`config.mk`:
```
export PLATFORM = sky130hd
export DESIGN_NAME = nau_post
export DESIGN_NICKNAME = d
export VERILOG_FILES = /design/src/neural_activation_unit_core_assert.svh /design/src/nau_pkg.sv /design/src/nau_post.sv
export SDC_FILE = /design/constraint.sdc
export NUM_CORES = 1
export LEC_CHECK = 0
export BUFFER_PORTS_ARGS = -buffer_cell sky130_fd_sc_hd__clkbuf_2
export CORE_MARGIN = 5
export CORE_UTILIZATION = 45
export DETAILED_ROUTE_END_ITERATION = 7
export GPL_ROUTABILITY_DRIVEN = 0
export PLACE_DENSITY = 0.62
export RECOVER_POWER = 25
export SLEW_MARGIN = 20
export SYNTH_ARGS = -nofsm -noshare
export SYNTH_HDL_FRONTEND = slang
export SYNTH_SLANG_ARGS = --single-unit
```
`constraint.sdc`:
```
create_clock -name clk_i -period 7.98 [get_ports clk_i]
set_input_delay 1.197 -clock clk_i [delete_from_list [all_inputs] [get_ports clk_i]]
set_output_delay 1.197 -clock clk_i [all_outputs]
set_load 0.05 [all_outputs]
```
`src/neural_activation_unit_core_assert.svh`:
```
// assertion macros for the activation unit
`ifndef NEURAL_ACTIVATION_UNIT_CORE_ASSERT_SVH
`define NEURAL_ACTIVATION_UNIT_CORE_ASSERT_SVH
`ifndef SYNTHESIS
// property checked on every rising edge outside reset
`define NAU_ASSERT(lbl, prop) \
  lbl: assert property (@(posedge clk_i) disable iff (!rst_ni) prop) \
    else $error("activation unit assertion failed");
// condition that must never hold outside reset
`define NAU_ASSERT_NEVER(lbl, cond) \
  lbl: assert property (@(posedge clk_i) disable iff (!rst_ni) !(cond)) \
    else $error("activation unit forbidden condition");
`else
`define NAU_ASSERT(lbl, prop)
`define NAU_ASSERT_NEVER(lbl, cond)
`endif
`endif

```
`src/nau_pkg.sv`:
```
// shared types and constants of the activation unit
`timescale 1ns / 1ps
package nau_pkg;

  // default sigmoid table size
  localparam int unsigned SigTableDepthDef = 1024;

  // fixed field widths
  localparam int unsigned XW    = 16;
  localparam int unsigned YW    = 15;
  localparam int unsigned SW    = 9;
  localparam int unsigned FracW = 11;

  // 1.0 in q1.8
  localparam logic [SW-1:0] OneQ = 9'd256;

  // activation function codes
  typedef enum logic [1:0] {
    FnRelu  = 2'd0,
    FnDrelu = 2'd1,
    FnSigm  = 2'd2,
    FnDsigm = 2'd3
  } func_e;

  // per-beat control and side data carried down the pipe
  typedef struct packed {
    logic          valid;
    logic          last;
    func_e         func;
    logic          neg;
    logic          sat;
    logic [YW-1:0] relu;
  } stage_t;

endpackage

```
`src/nau_post.sv`:
```
// third and fourth stages: sign fold, saturation, derivative and result select
`timescale 1ns / 1ps
module nau_post
  import nau_pkg::*;
(
  input  logic          clk_i,
  input  logic          rst_ni,
  input  stage_t        stage_i,
  input  logic [SW-1:0] sig_i,
  output logic          done_o,
  output logic [YW-1:0] y_o,
  output logic          last_o
);

  stage_t            s3_q;
  logic [SW-1:0]     s_d, s_q;
  logic [SW-1:0]     comp;
  logic [2*SW-1:0]   prod;
  logic [2*SW-1:0]   dsig;
  logic [YW-1:0]     y_d, y_q;
  logic              done_q;
  logic              last_q;

  // fold negative side and saturate outside the table range
  always_comb begin
    if (stage_i.sat) begin
      s_d = stage_i.neg ? '0 : OneQ;
    end else begin
      s_d = stage_i.neg ? (OneQ - sig_i) : sig_i;
    end
  end

  // derivative product and function select
  always_comb begin
    comp = OneQ - s_q;
    prod = (2*SW)'(s_q) * (2*SW)'(comp);
    dsig = (prod + (2*SW)'(128)) >> 8;
    case (s3_q.func)
      FnRelu:  y_d = s3_q.relu;
      FnDrelu: y_d = s3_q.neg ? '0 : YW'(OneQ);
      FnSigm:  y_d = YW'(s_q);
      FnDsigm: y_d = YW'(dsig);
      default: y_d = '0;
    endcase
  end

  // side data and result strobe, cleared on reset
  always_ff @(posedge clk_i or negedge rst_ni) begin
    if (!rst_ni) begin
      s3_q   <= '0;
      done_q <= 1'b0;
    end else begin
      s3_q   <= stage_i;
      done_q <= s3_q.valid;
    end
  end

  // payload
  always_ff @(posedge clk_i) begin
    s_q    <= s_d;
    y_q    <= y_d;
    last_q <= s3_q.last;
  end

  assign done_o = done_q;
  assign y_o    = y_q;
  assign last_o = last_q;

endmodule

```
==> results.py <==
metrics = {
    "die": {
        "rows": 35,
        "coreArea_um2": 9330,
        "die-area_um2": 11700,
        "ioPinCount": 49,
        "die_w_um": 108,
        "fp.dieH_um": 108,
        "start_util_pct": 46.6,
    },
    "final_layout": {
        "antennaDiodeCount": 0,
        "n_fill_cell": 889,
        "final_common_cell": "inv_1",
        "areaGrowthSynthToFinish_pct": 10.5,
        "nNetsFinal": 631,
        "utilization_pct": 51.5,
        "drive_above_1_share_pct": 12.9,
        "layout_common_cells": "inv_1, ha_1, fa_1",
    },
    "timing": {
        "relSlewSlack_pct": 56.0,
        "setup_violations": 0,
        "fin_setup_tns_ns": 0,
        "skew_ns": 0.00837,
        "worstMarginPinSlew_ns": 0.660,
        "whs_ns": 0.349,
        "finalCritPeriodShare_pct": 75.2,
        "hold_violations": 0,
        "setup_ws_ns": 1.98,
        "fmax_mhz": 167,
        "rsz0062_at_grt": "false",
        "drv_slew": 0,
        "finalCriticalPeriod_ns": 6.00,
    },
    "critical_path": {
        "worstPathCellList": "inv_1 > ha_1 > ha_1 > inv_1 > nand2_1 > fa_1 > inv_1 > fa_1 > inv_1 > fa_1 > inv_1 > fa_1 > fa_1 > ha_1 > a21oi_2 > o21ai_2 > a32o_1 > a21o_1 > a311oi_1",
        "cp-end-kind": "flip-flop",
        "cp.depth": 19,
        "path_class": "flip-flop to flip-flop",
        "endpoint": "y_o[8]",
        "r2r_cells": 19,
        "required_ns": 8.17,
        "crit_fanout": 15,
        "r2r_slack_ns": 1.98,
        "critPathTopFamily": "adder cells",
        "crit_slowest_cell": "dfxtp_1",
        "reg2reg_from": "s_q[0]",
        "cp-startpoint": "s_q[0]",
        "slowest_delay_ns": 0.63,
        "critPathLaunchType": "flip-flop",
        "rr_endpoint": "y_o[8]",
        "crit_buf_inv": 5,
        "worstPathArrival_ns": 6.20,
    },
    "synthesis": {
        "postSynthAreaPerCell_um2": 9.59,
        "synth_top_family_by_area": "adder cells",
        "async_flop_share_pct": 45.7,
        "synth_fa_ha_area_share_pct": 38.7,
        "synth_edf_count": 0,
        "synth_top_area_cell": "fa_1",
        "yosysTopAreaCellShare_pct": 22.6,
        "netlist_instances": 453,
        "seq_area_frac_synth_pct": 23.6,
        "yosys_warnings": 0,
        "synthMuxAreaShare_pct": 1.87,
        "mappedNetlistNets": 590,
        "ys.flop_type": "dfxtp_1",
        "yosysUniqueCellTypes": 54,
        "synthTopCellsByArea": "fa_1, ha_1, dfrtp_1, dfxtp_1, inv_1",
        "synth_compound_area_share_pct": 9.33,
        "syn_area_um2": 4340,
        "synthXorXnorAreaFrac_pct": 2.22,
        "ys_seq_elements": 46,
        "synth-simple-area-share_pct": 15.6,
    },
    "clock_tree": {
        "path_clk_slew_ns": 0.09,
        "insertion_delay_ns": 0.30,
        "post_cts_resize_count": 0,
        "cts_buffer_depth": 2,
        "ctsHoldBuffers": 0,
        "postCtsSetupBuffers": 0,
        "cts_tree": "done",
        "cts_sinks": 46,
        "cts_buffers": 5,
        "cts_max_level": 2,
        "cts-root-buf": "clkbuf_8",
    },
    "status": {
        "outcome": "complete, no violations",
    },
    "global_route": {
        "grt_pass1_wl_um": 16200,
        "grt_pass1_vias": 3376,
        "gr-total-overflow": 0,
        "track_usage_pct": 17.1,
        "grt_start_max_net_pins": 22,
        "antenna_found_initial": 0,
    },
    "power_and_ir_drop": {
        "powerDensity_nw_per_um2": 278,
        "vdd_ir_drop_max_mv": 0.166,
        "p_leak_uw": 0.00247,
        "power_uw": 1340,
    },
    "run": {
        "cap_violations": 0,
    },
    "worst_hold_path": {
        "hold_start": "s3_q[19]",
        "hold_path_class": "flip-flop to flip-flop",
    },
    "route": {
        "num_vias": 3180,
        "viasPerCell": 5.10,
        "routedWlPerCell_um": 14.7,
        "drt_iter0_drc": 127,
        "finalWirelength_um": 9180,
        "drt_pass1_iterations": 4,
        "drc": 0,
        "antenna_left": 0,
    },
    "placed_design": {
        "portBuffers": 48,
        "hpwl_um": 7510,
        "dp_slack_ns": 1.99,
    },
}
-- how the worst min path moves through the flow --
stage	cells after the start	slack, ns	end
5_1_grt	0	0.38	last_o
3_5_place_dp	0	0.34	last_o
6_report	0	0.35	last_o
2_1_floorplan	0	0.32	last_o
4_1_cts	0	0.35	last_o
3_3_place_gp	0	0.33	last_o
-- through the flow --
step / area, um2 / std cells
after floorplan: 4340 / 453
after global placement: 4690 / 616
after detailed placement: 4690 / 616
after CTS: 4800 / 624
after global routing: 4800 / 624
final: 4800 / 624
-- power breakdown --
part / internal [uW] / total (uW) / switching, uW
combinational: 337 / 879 / 542
clock: 93.4 / 171 / 77.3
sequential: 261 / 287 / 26.0
total: 691 / 1340 / 646
-- cell type report --
class	count	area (um2)	area share (%)
Sequential cell	46	1030	21.4
Multi-Input combinational cell	308	2940	61.3
Inverter	85	319	6.65
Clock buffer	6	72.6	1.51
Timing Repair Buffer	48	240	5.01
Clock inverter	2	37.5	0.782
Tap cell	129	161	3.36
-- cell families after synthesis --
kind of cell	count (synthesis)
flip-flops	46
multiplexers	8
AO/OA/AOI/OAI	53
XOR/XNOR	11
AND/OR/NAND/NOR	131
buffers and inverters	99
adder cells (fa/ha/maj)	105
-- layer usage --
metal / vias to the layer above / global-route usage [%] / part of all wire, %
li1: 1543 / - / -
met1: 1565 / 22.8 / 46
met2: 62 / 29.8 / 51
met3: 10 / 1.91 / 2.5
met4: 0 / 4.06 / 0.84
met5: - / 0 / 0
-- Yosys cell counts, types with 3 or more instances --
cell type / n
a21o_1: 6
o211ai_2: 3
xnor2_1: 4
nand3_1: 5
nand2_1: 33
nand4_1: 3
nor2_1: 24
clkbuf_1: 11
ha_1: 56
nor2b_1: 23
a31oi_1: 4
dfxtp_1: 25
xor2_1: 7
inv_1: 85
a211o_1: 3
and2_1: 10
fa_1: 49
a21oi_1: 9
dfrtp_1: 21
nor3_1: 3
nand2b_1: 20
mux2i_1: 7
-- registers in the layout, indices dropped and copies added (netlist names) --
signal  cells
s3_q       20
s_q         9
y_o        15
last_o      1
done_o      1
(Power assumes the default switching activity.)
