**src/neural_activation_unit_core_assert.svh**
```systemverilog
// assertion macros for the activation unit
`ifndef NEURAL_ACTIVATION_UNIT_CORE_ASSERT_SVH
`define NEURAL_ACTIVATION_UNIT_CORE_ASSERT_SVH
`ifndef SYNTHESIS
// property checked on every rising edge outside reset
`define NAU_ASSERT(lbl, prop) \
  lbl: assert property (@(posedge clk_i) disable iff (!rst_ni) prop) \
    else $error("activation unit assertion failed");
// condition that must never hold outside reset
`define NAU_ASSERT_NEVER(lbl, cond) \
  lbl: assert property (@(posedge clk_i) disable iff (!rst_ni) !(cond)) \
    else $error("activation unit forbidden condition");
`else
`define NAU_ASSERT(lbl, prop)
`define NAU_ASSERT_NEVER(lbl, cond)
`endif
`endif

```
**src/nau_pkg.sv**
```systemverilog
// shared types and constants of the activation unit
`timescale 1ns / 1ps
package nau_pkg;

  // default sigmoid table size
  localparam int unsigned SigTableDepthDef = 1024;

  // fixed field widths
  localparam int unsigned XW    = 16;
  localparam int unsigned YW    = 15;
  localparam int unsigned SW    = 9;
  localparam int unsigned FracW = 11;

  // 1.0 in q1.8
  localparam logic [SW-1:0] OneQ = 9'd256;

  // activation function codes
  typedef enum logic [1:0] {
    FnRelu  = 2'd0,
    FnDrelu = 2'd1,
    FnSigm  = 2'd2,
    FnDsigm = 2'd3
  } func_e;

  // per-beat control and side data carried down the pipe
  typedef struct packed {
    logic          valid;
    logic          last;
    func_e         func;
    logic          neg;
    logic          sat;
    logic [YW-1:0] relu;
  } stage_t;

endpackage

```
**src/nau_index.sv**
```systemverilog
// first stage: magnitude, range check and sigmoid table index
`timescale 1ns / 1ps
module nau_index
  import nau_pkg::*;
#(
  parameter int unsigned SigTableDepth = SigTableDepthDef,
  localparam int unsigned IdxW = $clog2(SigTableDepth)
) (
  input  logic            clk_i,
  input  logic            rst_ni,
  input  logic            valid_i,
  input  logic [XW-1:0]   x_i,
  input  logic            last_i,
  input  func_e           func_i,
  output stage_t          stage_o,
  output logic [IdxW-1:0] idx_o
);

  localparam int unsigned ProdW = FracW + $clog2(SigTableDepth + 1);

  logic [XW-1:0]    ax;
  logic             neg;
  logic [ProdW-1:0] scaled;
  stage_t           stage_d, stage_q;
  logic [IdxW-1:0]  idx_d, idx_q;

  // absolute value and bin index, lower edge of the bin
  always_comb begin
    neg     = x_i[XW-1];
    ax      = neg ? (~x_i + 1'b1) : x_i;
    scaled  = ProdW'(ax[FracW-1:0]) * ProdW'(SigTableDepth);
    idx_d   = IdxW'(scaled >> FracW);
    stage_d.valid = valid_i;
    stage_d.last  = last_i;
    stage_d.func  = func_i;
    stage_d.neg   = neg;
    stage_d.sat   = |ax[XW-1:FracW];
    stage_d.relu  = neg ? '0 : x_i[YW-1:0];
  end

  // stage register, valid bit cleared on reset
  always_ff @(posedge clk_i or negedge rst_ni) begin
    if (!rst_ni) begin
      stage_q <= '0;
      idx_q   <= '0;
    end else begin
      stage_q <= stage_d;
      idx_q   <= idx_d;
    end
  end

  assign stage_o = stage_q;
  assign idx_o   = idx_q;

endmodule

```
**config.mk**
```make
export PLATFORM = sky130hd
export DESIGN_NAME = nau_index
export DESIGN_NICKNAME = d
export VERILOG_FILES = /design/src/neural_activation_unit_core_assert.svh /design/src/nau_pkg.sv /design/src/nau_index.sv
export SDC_FILE = /design/constraint.sdc
export NUM_CORES = 1
export LEC_CHECK = 0
export BUFFER_PORTS_ARGS = -buffer_cell sky130_fd_sc_hd__buf_2
export CAP_MARGIN = 15
export CORE_MARGIN = 1.5
export CORE_UTILIZATION = 28
export DETAILED_ROUTE_END_ITERATION = 16
export GPL_ROUTABILITY_DRIVEN = 0
export HOLD_SLACK_MARGIN = 0.02
export PLACE_DENSITY = 0.58
export RECOVER_POWER = 25
export SLEW_MARGIN = 5
export SYNTH_ARGS = -nofsm -noshare
export SYNTH_HDL_FRONTEND = slang
export SYNTH_SLANG_ARGS = --single-unit
```
**constraint.sdc**
```tcl
create_clock -name clk_i -period 0.9 [get_ports clk_i]
set_clock_uncertainty 0.15 [all_clocks]
set_input_delay 0.18 -clock clk_i [delete_from_list [all_inputs] [get_ports clk_i]]
set_output_delay 0.18 -clock clk_i [all_outputs]
set_load 0.01 [all_outputs]
```
==> results.json <==
{
  "numPortBuffers": 52,
  "initial_standard_cell_utilization_of_the_core_pct": 29.5,
  "grt_pass1_vias": 1031,
  "grt.total_usage_pct": 13.0,
  "finish.cell_count_without_fillers": 235,
  "share_of_layout_cells_above_drive_strength_1_pct": 55.7,
  "floorplan.io_pins": 53,
  "hold_path.startpoint": "x_i[4]",
  "cp-end-kind": "flip-flop",
  "core-area_um2": 4060,
  "dp_slack_ns": -0.980,
  "crit_buf_inv": 1,
  "place_hpwl_um": 2020,
  "cts_made_buffers": 5,
  "floorplan.die.width_um": 68.4,
  "ordered_cell_list_for_the_critical_path": "buf_6 > or4_4 > or4_1 > a32o_2 > nand4_2",
  "antenna_found_initial": 0,
  "path_class": "in -> reg",
  "worst_setup_path_start_kind": "input pin",
  "synth_nets": 118,
  "post-route-cell-area_um2": 2060,
  "cts.clk_slew.worst_paths_ns": 0.07,
  "worst_slew_margin_rel_pct": 62.6,
  "outcome": "finished, violations left",
  "grt_remaining_overflow": 0,
  "critPathArrivalTime_ns": 1.58,
  "period_share_pct": 168,
  "final_core_util_pct": 50.8,
  "cp_top_family": "simple AND/OR/NAND/NOR gates",
  "finalHoldViolCount": 2,
  "dp.cells": 221,
  "wl_per_cell_um": 11.9,
  "path_max_fanout": 3,
  "vdd_ir_drop_max_v": 0.000673,
  "maxCapViolations": 0,
  "die_area_um2": 4670,
  "tritoncts": "yes",
  "drt_drc_violations_left": 0,
  "layout.area.seq_um2": 776,
  "cp.required_ns": 0.97,
  "cts_max_path_buffers": 2,
  "synth.distinct_cells": 24,
  "hold_ws_ns": -0.0636,
  "setup_ws_ns": -0.608,
  "route.detailed.vias_per_inst": 4.26,
  "synth.cell_area_um2": 1200,
  "maximum_number_of_pins_on_one_net_before_global_route_repair": 32,
  "placed_cell_area_um2": 1780,
  "critical_path.max_stage_delay_ns": 0.55,
  "aggregate_negative_setup_slack_ns": -7.73,
  "wire_length_of_the_first_global_routing_pass_um": 4370,
  "nNetsFinal": 207,
  "drv_slew": 0,
  "firstDrtPassIters": 4,
  "worst-path-stages": 5,
  "cts_root_buffer": "sky130_fd_sc_hd__clkbuf_8",
  "timing_worst_slew_pin_value_ns": 0.561,
  "postSynthRegisterBits": 31,
  "clkSinkCount": 31,
  "cellLeakagePower_nw": 0.985,
  "violations": "hold timing, setup timing",
  "rows": 23,
  "achievable-frequency_mhz": 663,
  "worst_hold_path_type": "in -> reg",
  "critPathCapture": "stage_o[15]",
  "postRouteWirelength_um": 2800,
  "detail-route-antenna-nets": 0,
  "ys_seq_area_share_pct": 64.9,
  "area.growth.synth_to_final_pct": 72.5,
  "total_power_mw": 3.17,
  "filler_cell_count": 361,
  "syn_avg_cell_area_um2": 12.6,
  "critical_path.startpoint": "x_i[6]",
  "post_cts_hold_buffer_count": 5,
  "timing.final.setup_violations": 38,
  "antenna-diode-count": 0,
  "critical-path-slowest-cell": "sky130_fd_sc_hd__or4_4",
  "min_delay_path_depth": 2,
  "fp.dieH_um": 68.4,
  "area_occupied_by_multi_input_gates_um2": 513,
  "layout_min_cycle_time_ns": 1.51,
  "h_tree_depth": 2,
  "via_total_after_detailed_routing": 1001,
  "first_drt_iteration_drcs": 30,
  "ys.warnings.count": 0,
  "rsz_0062_raised_after_global_routing": "true",
  "power_density_nw_per_um2": 1540,
  "synth_cells": 95
}
-- cells in the mapped netlist (all sizes together) --
| master | number | area (um^2) |
|---|---|---|
| or4 | 2 | 18.8 |
| nor4 | 1 | 6.26 |
| o41ai | 2 | 17.5 |
| nand2b | 1 | 6.26 |
| or3 | 1 | 6.26 |
| a32o | 1 | 11.3 |
| ha | 1 | 12.5 |
| inv | 2 | 7.51 |
| clkbuf | 3 | 11.3 |
| o22ai | 1 | 6.26 |
| mux2i | 2 | 20.0 |
| dfrtp | 31 | 776 |
| nand2 | 6 | 22.5 |
| o21ai | 2 | 10.0 |
| a21boi | 1 | 7.51 |
| nand4 | 1 | 12.5 |
| xnor2 | 9 | 78.8 |
| o31ai | 2 | 15.0 |
| nor3 | 3 | 15.0 |
| nor2 | 5 | 18.8 |
| a21o | 1 | 7.51 |
| nor2b | 15 | 93.8 |
| nand3b | 2 | 15.0 |
-- cell families (layout without fill, tap and decap cells) --
logic type | Yosys count | count (layout) | synth area share [%]
simple gates | 37 | 37 | 18.0
flops | 31 | 31 | 64.9
buf+inv | 5 | 95 | 1.57
fa+ha+maj | 1 | 1 | 1.05
compound gates | 10 | 10 | 6.28
mux | 2 | 2 | 1.67
xor+xnor | 9 | 9 | 6.59
-- worst min-delay path by stage --
stage / endpoint / slack [ns]
4_1_cts: idx_o[3] / -0.08
6_report: idx_o[3] / -0.06
2_1_floorplan: idx_o[0] / -0.27
5_1_grt: idx_o[3] / -0.07
3_5_place_dp: stage_o[5] / -0.002
3_3_place_gp: stage_o[19] / -0.008
-- layer usage --
| layer | track usage [%] | wire, um | up-vias |
|---|---|---|---|
| met1 | 13.6 | 1050 | 465 |
| li1 | - | - | 496 |
| met4 | 8.25 | 70 | 0 |
| met5 | 0 | 0 | - |
| met2 | 22.8 | 1490 | 35 |
| met3 | 3.62 | 183 | 5 |
-- state kept, by name, summed over array words and instances, names as in the netlist --
name and flops:
stage_o 21, idx_o 10
-- report_power, final --
group / switching [mW] / internal [mW] / total, mW
Sequential: 0.0229 / 1.49 / 1.51
Combinational: 0.280 / 0.307 / 0.587
Clock: 0.534 / 0.537 / 1.07
Total: 0.837 / 2.33 / 3.17
-- cell usage in the layout, fill, tap and decap left out, types with 2 or more instances in the layout --
cell / n
sky130_fd_sc_hd__buf_2: 42
sky130_fd_sc_hd__dfrtp_1: 31
sky130_fd_sc_hd__buf_4: 21
sky130_fd_sc_hd__nor2b_1: 15
sky130_fd_sc_hd__buf_6: 11
sky130_fd_sc_hd__xnor2_1: 7
sky130_fd_sc_hd__nand2_1: 5
sky130_fd_sc_hd__clkbuf_8: 5
sky130_fd_sc_hd__dlygate4sd3_1: 5
sky130_fd_sc_hd__nor2_1: 4
sky130_fd_sc_hd__nand3b_1: 2
sky130_fd_sc_hd__xnor2_2: 2
sky130_fd_sc_hd__nor3_1: 2
sky130_fd_sc_hd__mux2i_1: 2
sky130_fd_sc_hd__clkinvlp_4: 2
sky130_fd_sc_hd__buf_8: 2
sky130_fd_sc_hd__clkbuf_4: 2
-- area by class of cell --
type | count | area share (%)
timing repair buffer | 85 | 28.9
inverter | 2 | 1.33
multi-input combinational | 59 | 24.9
clock inverter | 3 | 0.970
clock buffer | 5 | 3.34
sequential | 31 | 37.6
tap | 50 | 3.03
-- what timing repair did --
item | in CTS | in global routing
hold endpoints to repair | 40 | 4
resized for setup | 21 | 12
cloned | 0 | 0
pin swaps | 6 | 4
endpoints found under the setup margin | 38 | 38
buffers inserted | 1 | 1
Note: power is estimated with default switching activity, not from simulation.
